--- src/hw/rtl/wast_pkg.sv ---
// ----------------------------------------------------------------------------
// wast_pkg
// constants and command codes of the wrapped angle slew tracker
// ----------------------------------------------------------------------------
`default_nettype none

package wast_pkg;

	// field widths
	localparam int ANGLE_W = 16;
	localparam int TIME_W  = 16;
	localparam int SLEW_W  = 20;
	localparam int GAIN_W  = 16;
	localparam int CMD_W   = 2;
	localparam int CFG_IDX_W = 1;
	localparam int CFG_DATA_W = 32;

	// angle units are 1/128 degree
	localparam logic [ANGLE_W-1:0] FULL_TURN = 16'd46080;
	localparam logic [ANGLE_W-1:0] HALF_TURN = 16'd23040;
	localparam logic [ANGLE_W-1:0] MIN_STEP  = 16'd13;

	// register reset values
	localparam logic [SLEW_W-1:0] RESET_SLEW = 20'd89600;
	localparam logic [GAIN_W-1:0] RESET_GAIN = 16'd1920;

	// register indexes
	localparam logic [CFG_IDX_W-1:0] REG_MAX_SLEW = 1'd0;
	localparam logic [CFG_IDX_W-1:0] REG_GAIN     = 1'd1;

	// command codes
	localparam logic [CMD_W-1:0] CMD_TICK       = 2'd0;
	localparam logic [CMD_W-1:0] CMD_SET_TARGET = 2'd1;
	localparam logic [CMD_W-1:0] CMD_SET_CUR    = 2'd2;
	localparam logic [CMD_W-1:0] CMD_SNAP       = 2'd3;

endpackage

`default_nettype wire

--- src/hw/rtl/wrapped_angle_slew_tracker.sv ---
// ----------------------------------------------------------------------------
// wrapped_angle_slew_tracker
// moves a current angle toward a target angle along the shorter way round
// ----------------------------------------------------------------------------
// A tick item goes through accept, three passes through the one shared 32x16
// multiplier (|diff|*gain, that product times elapsed time, and slew limit
// times elapsed time), then clamp and update, then write-out; set target, set
// current and snap go from accept straight to write-out. in_ready is high only
// while the sequencer idles; a finished result sits in the output register and
// does not hold off the next item, unless a second result is ready before the
// first is taken. Configuration writes are always accepted.
`default_nettype none

module wrapped_angle_slew_tracker
	import wast_pkg::*;
(
	input  wire logic                  clk,
	input  wire logic                  arst_n,
	// configuration write channel
	input  wire logic                  cfg_valid,
	output      logic                  cfg_ready,
	input  wire logic [CFG_IDX_W-1:0]  cfg_index,
	input  wire logic [CFG_DATA_W-1:0] cfg_data,
	// input item channel
	input  wire logic                  in_valid,
	output      logic                  in_ready,
	input  wire logic [CMD_W-1:0]      cmd,
	input  wire logic [ANGLE_W-1:0]    angle_in,
	input  wire logic [TIME_W-1:0]     elapsed_time,
	// result item channel
	output      logic                  out_valid,
	input  wire logic                  out_ready,
	output      logic [ANGLE_W-1:0]    current_angle,
	output      logic [ANGLE_W-1:0]    target_angle
);

	localparam logic [2:0] ST_IDLE = 3'd0;
	localparam logic [2:0] ST_MUL1 = 3'd1;
	localparam logic [2:0] ST_MUL2 = 3'd2;
	localparam logic [2:0] ST_MUL3 = 3'd3;
	localparam logic [2:0] ST_UPD  = 3'd4;
	localparam logic [2:0] ST_WR   = 3'd5;

	localparam int MUL_A_W = 32;
	localparam int PROD_W  = MUL_A_W + TIME_W;
	localparam int STEP_W  = 24;

	logic [2:0]         state_q;
	logic [SLEW_W-1:0]  slew_q;
	logic [GAIN_W-1:0]  gain_q;
	logic [ANGLE_W-1:0] cur_q;
	logic [ANGLE_W-1:0] goal_q;
	logic [TIME_W-1:0]  dt_q;
	logic [ANGLE_W-1:0] dmag_q;
	logic               dneg_q;
	logic [PROD_W-1:0]  prod_q;
	logic [STEP_W-1:0]  step_q;
	logic [SLEW_W-1:0]  lim_q;
	logic               out_valid_q;

	logic               in_fire;
	logic               out_free;
	logic [ANGLE_W-1:0] angle_wr;
	logic signed [17:0] diff_raw;
	logic signed [17:0] diff_w;
	logic [ANGLE_W-1:0] dmag;
	logic [MUL_A_W-1:0] mul_a;
	logic [TIME_W-1:0]  mul_b;
	logic [PROD_W-1:0]  mul_p;
	logic [STEP_W-1:0]  step_mag;
	logic               step_neg;
	logic [STEP_W-1:0]  lim_x;
	logic [STEP_W-1:0]  step_c;
	logic signed [17:0] cur_sum;
	logic signed [17:0] cur_wrap;
	logic [ANGLE_W-1:0] cur_next;

	assign cfg_ready = 1'b1;
	assign in_ready  = (state_q == ST_IDLE);
	assign in_fire   = in_valid && in_ready;
	assign out_valid = out_valid_q;
	assign out_free  = !out_valid_q || out_ready;

	// out-of-range input angles lose one full turn
	assign angle_wr = (angle_in >= FULL_TURN) ? angle_in - FULL_TURN : angle_in;

	// shortest signed difference, wrapped across a half turn
	always_comb begin
		diff_raw = $signed({2'b00, goal_q}) - $signed({2'b00, cur_q});
		if (diff_raw > $signed({2'b00, HALF_TURN}))
			diff_w = diff_raw - $signed({2'b00, FULL_TURN});
		else if (diff_raw < -$signed({2'b00, HALF_TURN}))
			diff_w = diff_raw + $signed({2'b00, FULL_TURN});
		else
			diff_w = diff_raw;
		dmag = diff_w[17] ? ANGLE_W'(-diff_w) : diff_w[ANGLE_W-1:0];
	end

	// shared multiplier operand select
	always_comb begin
		case (state_q)
			ST_MUL1: begin
				mul_a = MUL_A_W'(dmag);
				mul_b = gain_q;
			end
			ST_MUL2: begin
				mul_a = prod_q[MUL_A_W-1:0];
				mul_b = dt_q;
			end
			ST_MUL3: begin
				mul_a = MUL_A_W'(slew_q);
				mul_b = dt_q;
			end
			default: begin
				mul_a = '0;
				mul_b = '0;
			end
		endcase
		mul_p = mul_a * mul_b;
	end

	// floor of the signed product over 2^24, kept as sign and magnitude
	assign step_mag = prod_q[PROD_W-1:24] + STEP_W'(dneg_q && (prod_q[23:0] != '0));

	// clamp, lower bound first; a zero step counts as positive
	always_comb begin
		step_neg = dneg_q && (step_q != '0);
		lim_x    = STEP_W'(lim_q);
		if (step_neg) begin
			if (step_q > lim_x)
				step_c = lim_x;
			else if (step_q < STEP_W'(MIN_STEP))
				step_c = STEP_W'(MIN_STEP);
			else
				step_c = step_q;
		end else begin
			if (step_q < STEP_W'(MIN_STEP))
				step_c = STEP_W'(MIN_STEP);
			else if (step_q > lim_x)
				step_c = lim_x;
			else
				step_c = step_q;
		end
	end

	// apply step unless it overshoots, then wrap into one turn
	always_comb begin
		if (step_neg)
			cur_sum = $signed({2'b00, cur_q}) - $signed({2'b00, step_c[ANGLE_W-1:0]});
		else
			cur_sum = $signed({2'b00, cur_q}) + $signed({2'b00, step_c[ANGLE_W-1:0]});
		if (cur_sum >= $signed({2'b00, FULL_TURN}))
			cur_wrap = cur_sum - $signed({2'b00, FULL_TURN});
		else if (cur_sum < 18'sd0)
			cur_wrap = cur_sum + $signed({2'b00, FULL_TURN});
		else
			cur_wrap = cur_sum;
		if (step_c <= STEP_W'(dmag_q))
			cur_next = cur_wrap[ANGLE_W-1:0];
		else
			cur_next = goal_q;
	end

	// configuration registers
	always_ff @(posedge clk or negedge arst_n) begin
		if (!arst_n) begin
			slew_q <= RESET_SLEW;
			gain_q <= RESET_GAIN;
		end else if (cfg_valid && cfg_ready) begin
			case (cfg_index)
				REG_MAX_SLEW: slew_q <= cfg_data[SLEW_W-1:0];
				REG_GAIN:     gain_q <= cfg_data[GAIN_W-1:0];
				default: ;
			endcase
		end
	end

	// sequencer and angle state
	always_ff @(posedge clk or negedge arst_n) begin
		if (!arst_n) begin
			state_q     <= ST_IDLE;
			cur_q       <= '0;
			goal_q      <= '0;
			out_valid_q <= 1'b0;
		end else begin
			case (state_q)
				ST_IDLE: begin
					if (in_fire) begin
						case (cmd)
							CMD_TICK:       state_q <= ST_MUL1;
							CMD_SET_TARGET: begin
								goal_q  <= angle_wr;
								state_q <= ST_WR;
							end
							CMD_SET_CUR: begin
								cur_q   <= angle_wr;
								state_q <= ST_WR;
							end
							default: begin
								cur_q   <= goal_q;
								state_q <= ST_WR;
							end
						endcase
					end
				end
				ST_MUL1: state_q <= ST_MUL2;
				ST_MUL2: state_q <= ST_MUL3;
				ST_MUL3: state_q <= ST_UPD;
				ST_UPD: begin
					cur_q   <= cur_next;
					state_q <= ST_WR;
				end
				ST_WR: begin
					if (out_free)
						state_q <= ST_IDLE;
				end
				default: state_q <= ST_IDLE;
			endcase
			// result valid: set on write-out, cleared once taken
			if (state_q == ST_WR && out_free)
				out_valid_q <= 1'b1;
			else if (out_ready)
				out_valid_q <= 1'b0;
		end
	end

	// datapath registers
	always_ff @(posedge clk) begin
		if (in_fire)
			dt_q <= elapsed_time;
		case (state_q)
			ST_MUL1: begin
				dmag_q <= dmag;
				dneg_q <= diff_w[17];
				prod_q <= mul_p;
			end
			ST_MUL2: prod_q <= mul_p;
			ST_MUL3: begin
				step_q <= step_mag;
				lim_q  <= mul_p[SLEW_W+15:16];
			end
			default: ;
		endcase
		if (state_q == ST_WR && out_free) begin
			current_angle <= cur_q;
			target_angle  <= goal_q;
		end
	end

endmodule

`default_nettype wire

--- config.mk ---
export PLATFORM = sky130hd
export DESIGN_NAME = wrapped_angle_slew_tracker
export DESIGN_NICKNAME = d
export VERILOG_FILES = /design/src/hw/rtl/wast_pkg.sv /design/src/hw/rtl/wrapped_angle_slew_tracker.sv
export SDC_FILE = /design/constraint.sdc
export NUM_CORES = 2
export LEC_CHECK = 0
export ABC_AREA = 1
export BUFFER_PORTS_ARGS = -buffer_cell sky130_fd_sc_hd__buf_4
export CAP_MARGIN = 20
export CORE_MARGIN = 4
export CORE_UTILIZATION = 30
export DETAILED_ROUTE_END_ITERATION = 8
export PLACE_DENSITY = 0.46
export SYNTH_ARGS = -nofsm -noshare
export SYNTH_HDL_FRONTEND = slang
export SYNTH_SLANG_ARGS = --single-unit
--- constraint.sdc ---
create_clock -name clk -period 11.7 [get_ports clk]
set_input_delay 0.585 -clock clk [delete_from_list [all_inputs] [get_ports clk]]
set_output_delay 0.585 -clock clk [all_outputs]
set_load 0.005 [all_outputs]
* Word-level counts from Yosys, hierarchy flattened
Index checks and enable logic that the tools add are counted.
** Word-level totals
- Register bits after elaboration :: 229
- Word-level logic and storage cells :: 88
- Bits of input ports :: 72
- Output and inout bits :: 35
** Cells by class
- Equality and inequality tests :: 10
- Mux-type cells :: 24
- Bitwise operators :: 1
- Add/sub/neg operators :: 10
- Multiply operators :: 1
- Reductions and logical operators :: 20
- $lt $le $gt $ge :: 8
** Operators with widths (number)
- $mux 24 :: 5
- $mux 16 :: 6
- $pmux 16 s2 :: 3
- $pmux 32 s3 :: 1
- $mux 18 :: 3
- $mul 32x16->48 :: 1
- $reduce_bool 24->1 :: 2
- $sub 16x16->17 :: 2
- $sub 16x16->16 const B :: 2
- $add 24x1->24 :: 1
- $gt 24x20->1 :: 1
- $le 24x16->1 :: 1
- $lt 24x4->1 const B :: 1
- $add 17x17->18 const B :: 1
- $ge 18x17->1 const B :: 1
- $lt 18x1->1 const B :: 1
- $pmux 3 s6 :: 1
- $sub 17x17->18 const B :: 1
- $add 16x16->17 :: 1
- $gt 17x16->1 const B :: 1
- $lt 17x16->1 const B :: 1
- $add 16x16->16 const B :: 1
- $ge 16x16->1 const B :: 1
- $neg 16->16 :: 1
- other kinds (19) :: 34

* Logic depth before layout (Yosys ltp)
- Depth in word-level cells :: 11
- Gate-level depth with buffers :: 52

* Least setup slack after synthesis
Ideal clock, no wire load.
- Kind :: register to register
- Start :: register cur_q[0]
- End :: register prod_q[37], data pin
- Setup slack :: 3293 ps
- Arrival time :: 8148 ps
- Path buffers :: 1
- Stages on the path, launching flop included :: 44
- Clock period less this slack :: 8407 ps
- Required time :: 11442 ps
- Cells stage by stage :: dfrtp_1 -> ha_1 -> inv_1 -> fa_1 -> inv_1 -> ha_1 -> inv_1 -> nor2_1 -> nand3_1 -> nor2_1 -> nand2_1 -> nor2_1 -> nand2_1 -> nor2_1 -> nand3_2 -> nand3_4 -> nand2_1 -> nand2_1 -> [... 8 more ...] -> inv_1 -> fa_1 -> fa_1 -> fa_1 -> inv_1 -> fa_1 -> inv_1 -> fa_1 -> ha_1 -> nand2_1 -> o21ai_0 -> a21oi_1 -> inv_1 -> a21oi_1 -> o31ai_1 -> a21o_1 -> a21oi_1 -> xnor2_1
** On the way
- Word-level cells in the longest chain between the ends :: 8
** Ends and longest elaborated chain
- start: declaration :: RTL line wrapped_angle_slew_tracker.sv:51 : logic [ANGLE_W-1:0] cur_q;
- start signal: assignment :: RTL line wrapped_angle_slew_tracker.sv:196 : cur_q <= angle_wr;
- start signal: assignment :: RTL line wrapped_angle_slew_tracker.sv:200 : cur_q <= goal_q;
- start signal: assignment :: RTL line wrapped_angle_slew_tracker.sv:210 : cur_q <= cur_next;
- $sub 16x16->17 (*) :: RTL line wrapped_angle_slew_tracker.sv:89 : diff_raw = $signed({2'b00, goal_q}) - $signed({2'b00, cur_q});
- $add 17x17->18 / $lt 17x16->1 (equally long branches) :: RTL line wrapped_angle_slew_tracker.sv:93, wrapped_angle_slew_tracker.sv:92
- $mux 18 :: RTL line wrapped_angle_slew_tracker.sv:92 : else if (diff_raw < -$signed({2'b00, HALF_TURN}))
- $mux 18 (*) :: RTL line wrapped_angle_slew_tracker.sv:90 : if (diff_raw > $signed({2'b00, HALF_TURN}))
- $neg 16->16 :: RTL line wrapped_angle_slew_tracker.sv:96 : dmag = diff_w[17] ? ANGLE_W'(-diff_w) : diff_w[ANGLE_W-1:0];
- $mux 16 (*) :: RTL line wrapped_angle_slew_tracker.sv:96
- $pmux 32 s3 (*) :: RTL line wrapped_angle_slew_tracker.sv:101 : case (state_q)
- $mul 32x16->48 (*) :: RTL line wrapped_angle_slew_tracker.sv:119 : mul_p = mul_a * mul_b;
- named net mul_p[37] :: RTL line wrapped_angle_slew_tracker.sv:69 : logic [PROD_W-1:0] mul_p;
- end signal: assignment :: RTL line wrapped_angle_slew_tracker.sv:235 : prod_q <= mul_p;
- end signal: assignment :: RTL line wrapped_angle_slew_tracker.sv:237 : ST_MUL2: prod_q <= mul_p;
- end: declaration :: RTL line wrapped_angle_slew_tracker.sv:56 : logic [PROD_W-1:0] prod_q;
The timed path passes the listed nets; every way through them passes the cells marked *.
A chain may end at the register's enable or synchronous reset.

* Worst setup path after layout
- Start :: register goal_q[0]
- End :: register prod_q[37], data pin
** On the way
- Word-level cells in the longest chain between the ends :: 8
** Ends and longest elaborated chain
- start: declaration :: RTL line wrapped_angle_slew_tracker.sv:52 : logic [ANGLE_W-1:0] goal_q;
- start signal: assignment :: RTL line wrapped_angle_slew_tracker.sv:192 : goal_q <= angle_wr;
- $sub 16x16->17 (*) :: RTL line wrapped_angle_slew_tracker.sv:89
- $add 17x17->18 / $lt 17x16->1 (equally long branches) :: RTL line wrapped_angle_slew_tracker.sv:93, wrapped_angle_slew_tracker.sv:92
- $mux 18 :: RTL line wrapped_angle_slew_tracker.sv:92
- $mux 18 (*) :: RTL line wrapped_angle_slew_tracker.sv:90
- $neg 16->16 :: RTL line wrapped_angle_slew_tracker.sv:96
- $mux 16 (*) :: RTL line wrapped_angle_slew_tracker.sv:96
- named net dmag[5] :: RTL line wrapped_angle_slew_tracker.sv:66 : logic [ANGLE_W-1:0] dmag;
- $pmux 32 s3 (*) :: RTL line wrapped_angle_slew_tracker.sv:101
- $mul 32x16->48 (*) :: RTL line wrapped_angle_slew_tracker.sv:119
- named net mul_p[37] :: RTL line wrapped_angle_slew_tracker.sv:69
Marked as above.

==> results.sh <==
export IMPL_path_clk_slew_ps=70
export IMPL_max_slew_margin_rel_pct=27.5
export IMPL_cts_resized=0
export IMPL_crit_start="goal_q[0]$_DFFE_PN0P_"
export IMPL_dieArea_um2=107000
export IMPL_synth_area_leaders="fa_1 28%, edfxtp_1 15%, nand2_1 11%"
export IMPL_yosys_register_bits=229
export IMPL_yosysUniqueCellTypes=59
export IMPL_slew_violations=0
export IMPL_hpwl_um=80500
export IMPL_ys_async_sr_fraction_pct=31.4
export IMPL_die_h_um=327
export IMPL_design_core_area_um2=101000
export IMPL_rows=116
export IMPL_fin_nets=4584
export IMPL_highest_layer="met4"
export IMPL_drcViolationCount=0
export IMPL_final_common_cell="nand2_1"
export IMPL_hold_class="primary input to register"
export IMPL_met3_length_um=6160
export IMPL_final_cell_count_no_fill=5257
export IMPL_syn_avg_cell_area_um2=8.06
export IMPL_detail_route_antenna_nets=0
export IMPL_cts_sinks=229
export IMPL_ys_seq_area_share_pct=21.4
export IMPL_io_buffers=93
export IMPL_dr_wl_met2_um=47200
export IMPL_initial_core_util_pct=30.3
export IMPL_critPathSlowestCell="o21ai_0"
export IMPL_hold_buffers=1
export IMPL_multi_input_area_um2=20300
export IMPL_placed_area_um2=33000
export IMPL_worstHoldStart="elapsed_time[0]"
export IMPL_ys_flop_type="edfxtp_1"
export IMPL_wl_met1_um=45000
export IMPL_holdPathStages=1
export IMPL_grt_use_total_pct=18.9
export IMPL_finalSetupViolations=0
export IMPL_cap_violations=0
export IMPL_finalHoldViolations=0
export IMPL_rr_startpoint="goal_q[0]$_DFFE_PN0P_"
export IMPL_first_global_vias=25300
export IMPL_gp_congestion=0.890
export IMPL_synthToLayoutAreaGrowth_pct=11.2
export IMPL_grt_max_degree=59
export IMPL_num_io_pins=107
export IMPL_fin_area_um2=33900
export IMPL_dp_cells=5201
export IMPL_fin_crit_ps=10470
export IMPL_worst_pin_slew_ps=1080
export IMPL_cpPeakStageDelay_ps=820
export IMPL_synthMuxAreaShare_pct=0.148
export IMPL_fillers=10700
export IMPL_cp_start_kind="register"
export IMPL_syn_nets=4496
export IMPL_critPathKind="register to register"
export IMPL_netlist_area_um2=30500
export IMPL_antenna_found_initial=6
export IMPL_min_period_over_period_pct=89.5
export IMPL_run_status="completed"
export IMPL_worstRegToRegCells=41
export IMPL_first_pass_iters=6
export IMPL_endpoint_kind="register"
export IMPL_cp_max_fo=12
export IMPL_max_clock_freq_ghz=0.0955
export IMPL_synth_adder_area_share_pct=36.4
export IMPL_skew_ps=20.1
export IMPL_rsz0062_at_grt="false"
export IMPL_cts_root_buf="clkbuf_16"
export IMPL_crit_arrival_ps=10820
export IMPL_final_seq_area_um2=6530
export IMPL_worstSkewPairLatency_ps=610
export IMPL_finalSetupTns_ps=0
export IMPL_drive_gt1_share_pct=7.13
export IMPL_vias=24600
export IMPL_cts_buffers=29
export IMPL_drt_iter0_markers=1727
export IMPL_synth_simple_gate_area_share_pct=18.8
export IMPL_synth_edf_count=157
export IMPL_syn_inst=3788
export IMPL_cts_buffer_depth=3
export IMPL_cts_tree="done"
export IMPL_required_ps=12050
export IMPL_yosysTopAreaCellShare_pct=27.6
export IMPL_yosys_area_share_xor_xnor_pct=3.06
export IMPL_grt_overflow=0
export IMPL_wl_per_cell_um=19.1
export IMPL_synth_area_leader_cell="fa_1"
export IMPL_via_per_inst=4.68
export IMPL_layout_common_cells="868 x nand2_1, 855 x inv_1, 421 x fa_1"
export IMPL_grt_pass1_wl_um=154000
export IMPL_yosysWarnings=0
export IMPL_cts_max_level=1
export IMPL_synth_top_family_by_area="adder cells"
export IMPL_fp_dieW_um=327
export IMPL_wl_um=101000
export IMPL_postCtsSetupBuffers=0
export IMPL_synth_compound_area_share_pct=7.98
state kept, by name (all words and copies together), names as in the netlist:
signal	cells
prod_q	48
step_q	24
lim_q	20
slew_q	20
cur_q	16
current_angle	16
dmag_q	16
dt_q	16
gain_q	16
goal_q	16
target_angle	16
state_q	3
dneg_q	1
out_valid	1
cells in the mapped netlist, drive strengths merged, types with 24 or more instances:
| master | n |
|---|---|
| a31oi | 24 |
| o21ai | 150 |
| nand2 | 889 |
| nand4 | 31 |
| xor2 | 79 |
| nand3 | 126 |
| nor3 | 29 |
| a22oi | 31 |
| clkbuf | 87 |
| dfrtp | 62 |
| ha | 215 |
| xnor2 | 26 |
| a21oi | 166 |
| inv | 869 |
| fa | 421 |
| edfxtp | 157 |
| nor2 | 308 |
critical path: cells and delay by family (launching register included):
kind                     cells  cell delay, ps
buffers and inverters        6             750
AND/OR/NAND/NOR             14            2140
XOR/XNOR                     3             710
AO/OA/AOI/OAI                9            2520
adder cells (fa/ha/maj)      9            3710
flip-flops                   1             370
worst paths after layout:
path | endpoint | slack, ps
min in group asynchronous | goal_q[3]$_DFFE_PN0P_ | 390
max reg2reg | prod_q[37]$_DFFE_PP_ | 1230
min reg2reg | target_angle[0]$_DFFE_PP_ | 440
min | dt_q[0]$_DFFE_PP_ | 150
max | prod_q[37]$_DFFE_PP_ | 1230
max in group asynchronous | gain_q[0]$_DFFE_PN0P_ | 10130
cell type report:
cell class	count	share of cell area (%)
repair buffers	158	3.50
clock inverters	13	0.335
clock buffers	41	2.36
multi-input cells	2581	59.9
well taps	1357	5.00
diodes	1	0.00737
flip-flops and latches	229	19.2
inverters	877	9.71
routing by layer:
layer | vias up | GRT usage (%)
li1 | 11800 | -
met1 | 12100 | 25.9
met2 | 604 | 31.6
met3 | 84 | 2.77
met4 | 0 | 4.22
met5 | - | 0
stage by stage:
step	setup slack (ps)	hold WS (ps)	utilization [%]
6_report	1230	148	33.7
5_1_grt	580	124	33.7
4_1_cts	1380	102	33.7
3_5_place_dp	1420	432	32.8
3_3_place_gp	1480	432	32.8
2_1_floorplan	3290	289	-
cell families (layout without fill, tap and decap cells):
kind of cell               Yosys count  count (layout)
and+or+nand+nor                   1404            1404
buffers and inverters              978            1089
adders and majority gates          636             636
AOI/OAI and AO/OA                  430             430
DFF                                229             229
xor gates and xnor gates           105             105
muxes                                4               4
other                                2               3
Power is not shown: default switching activity piles up to over one toggle a cycle in this logic, so the estimate is an artifact.
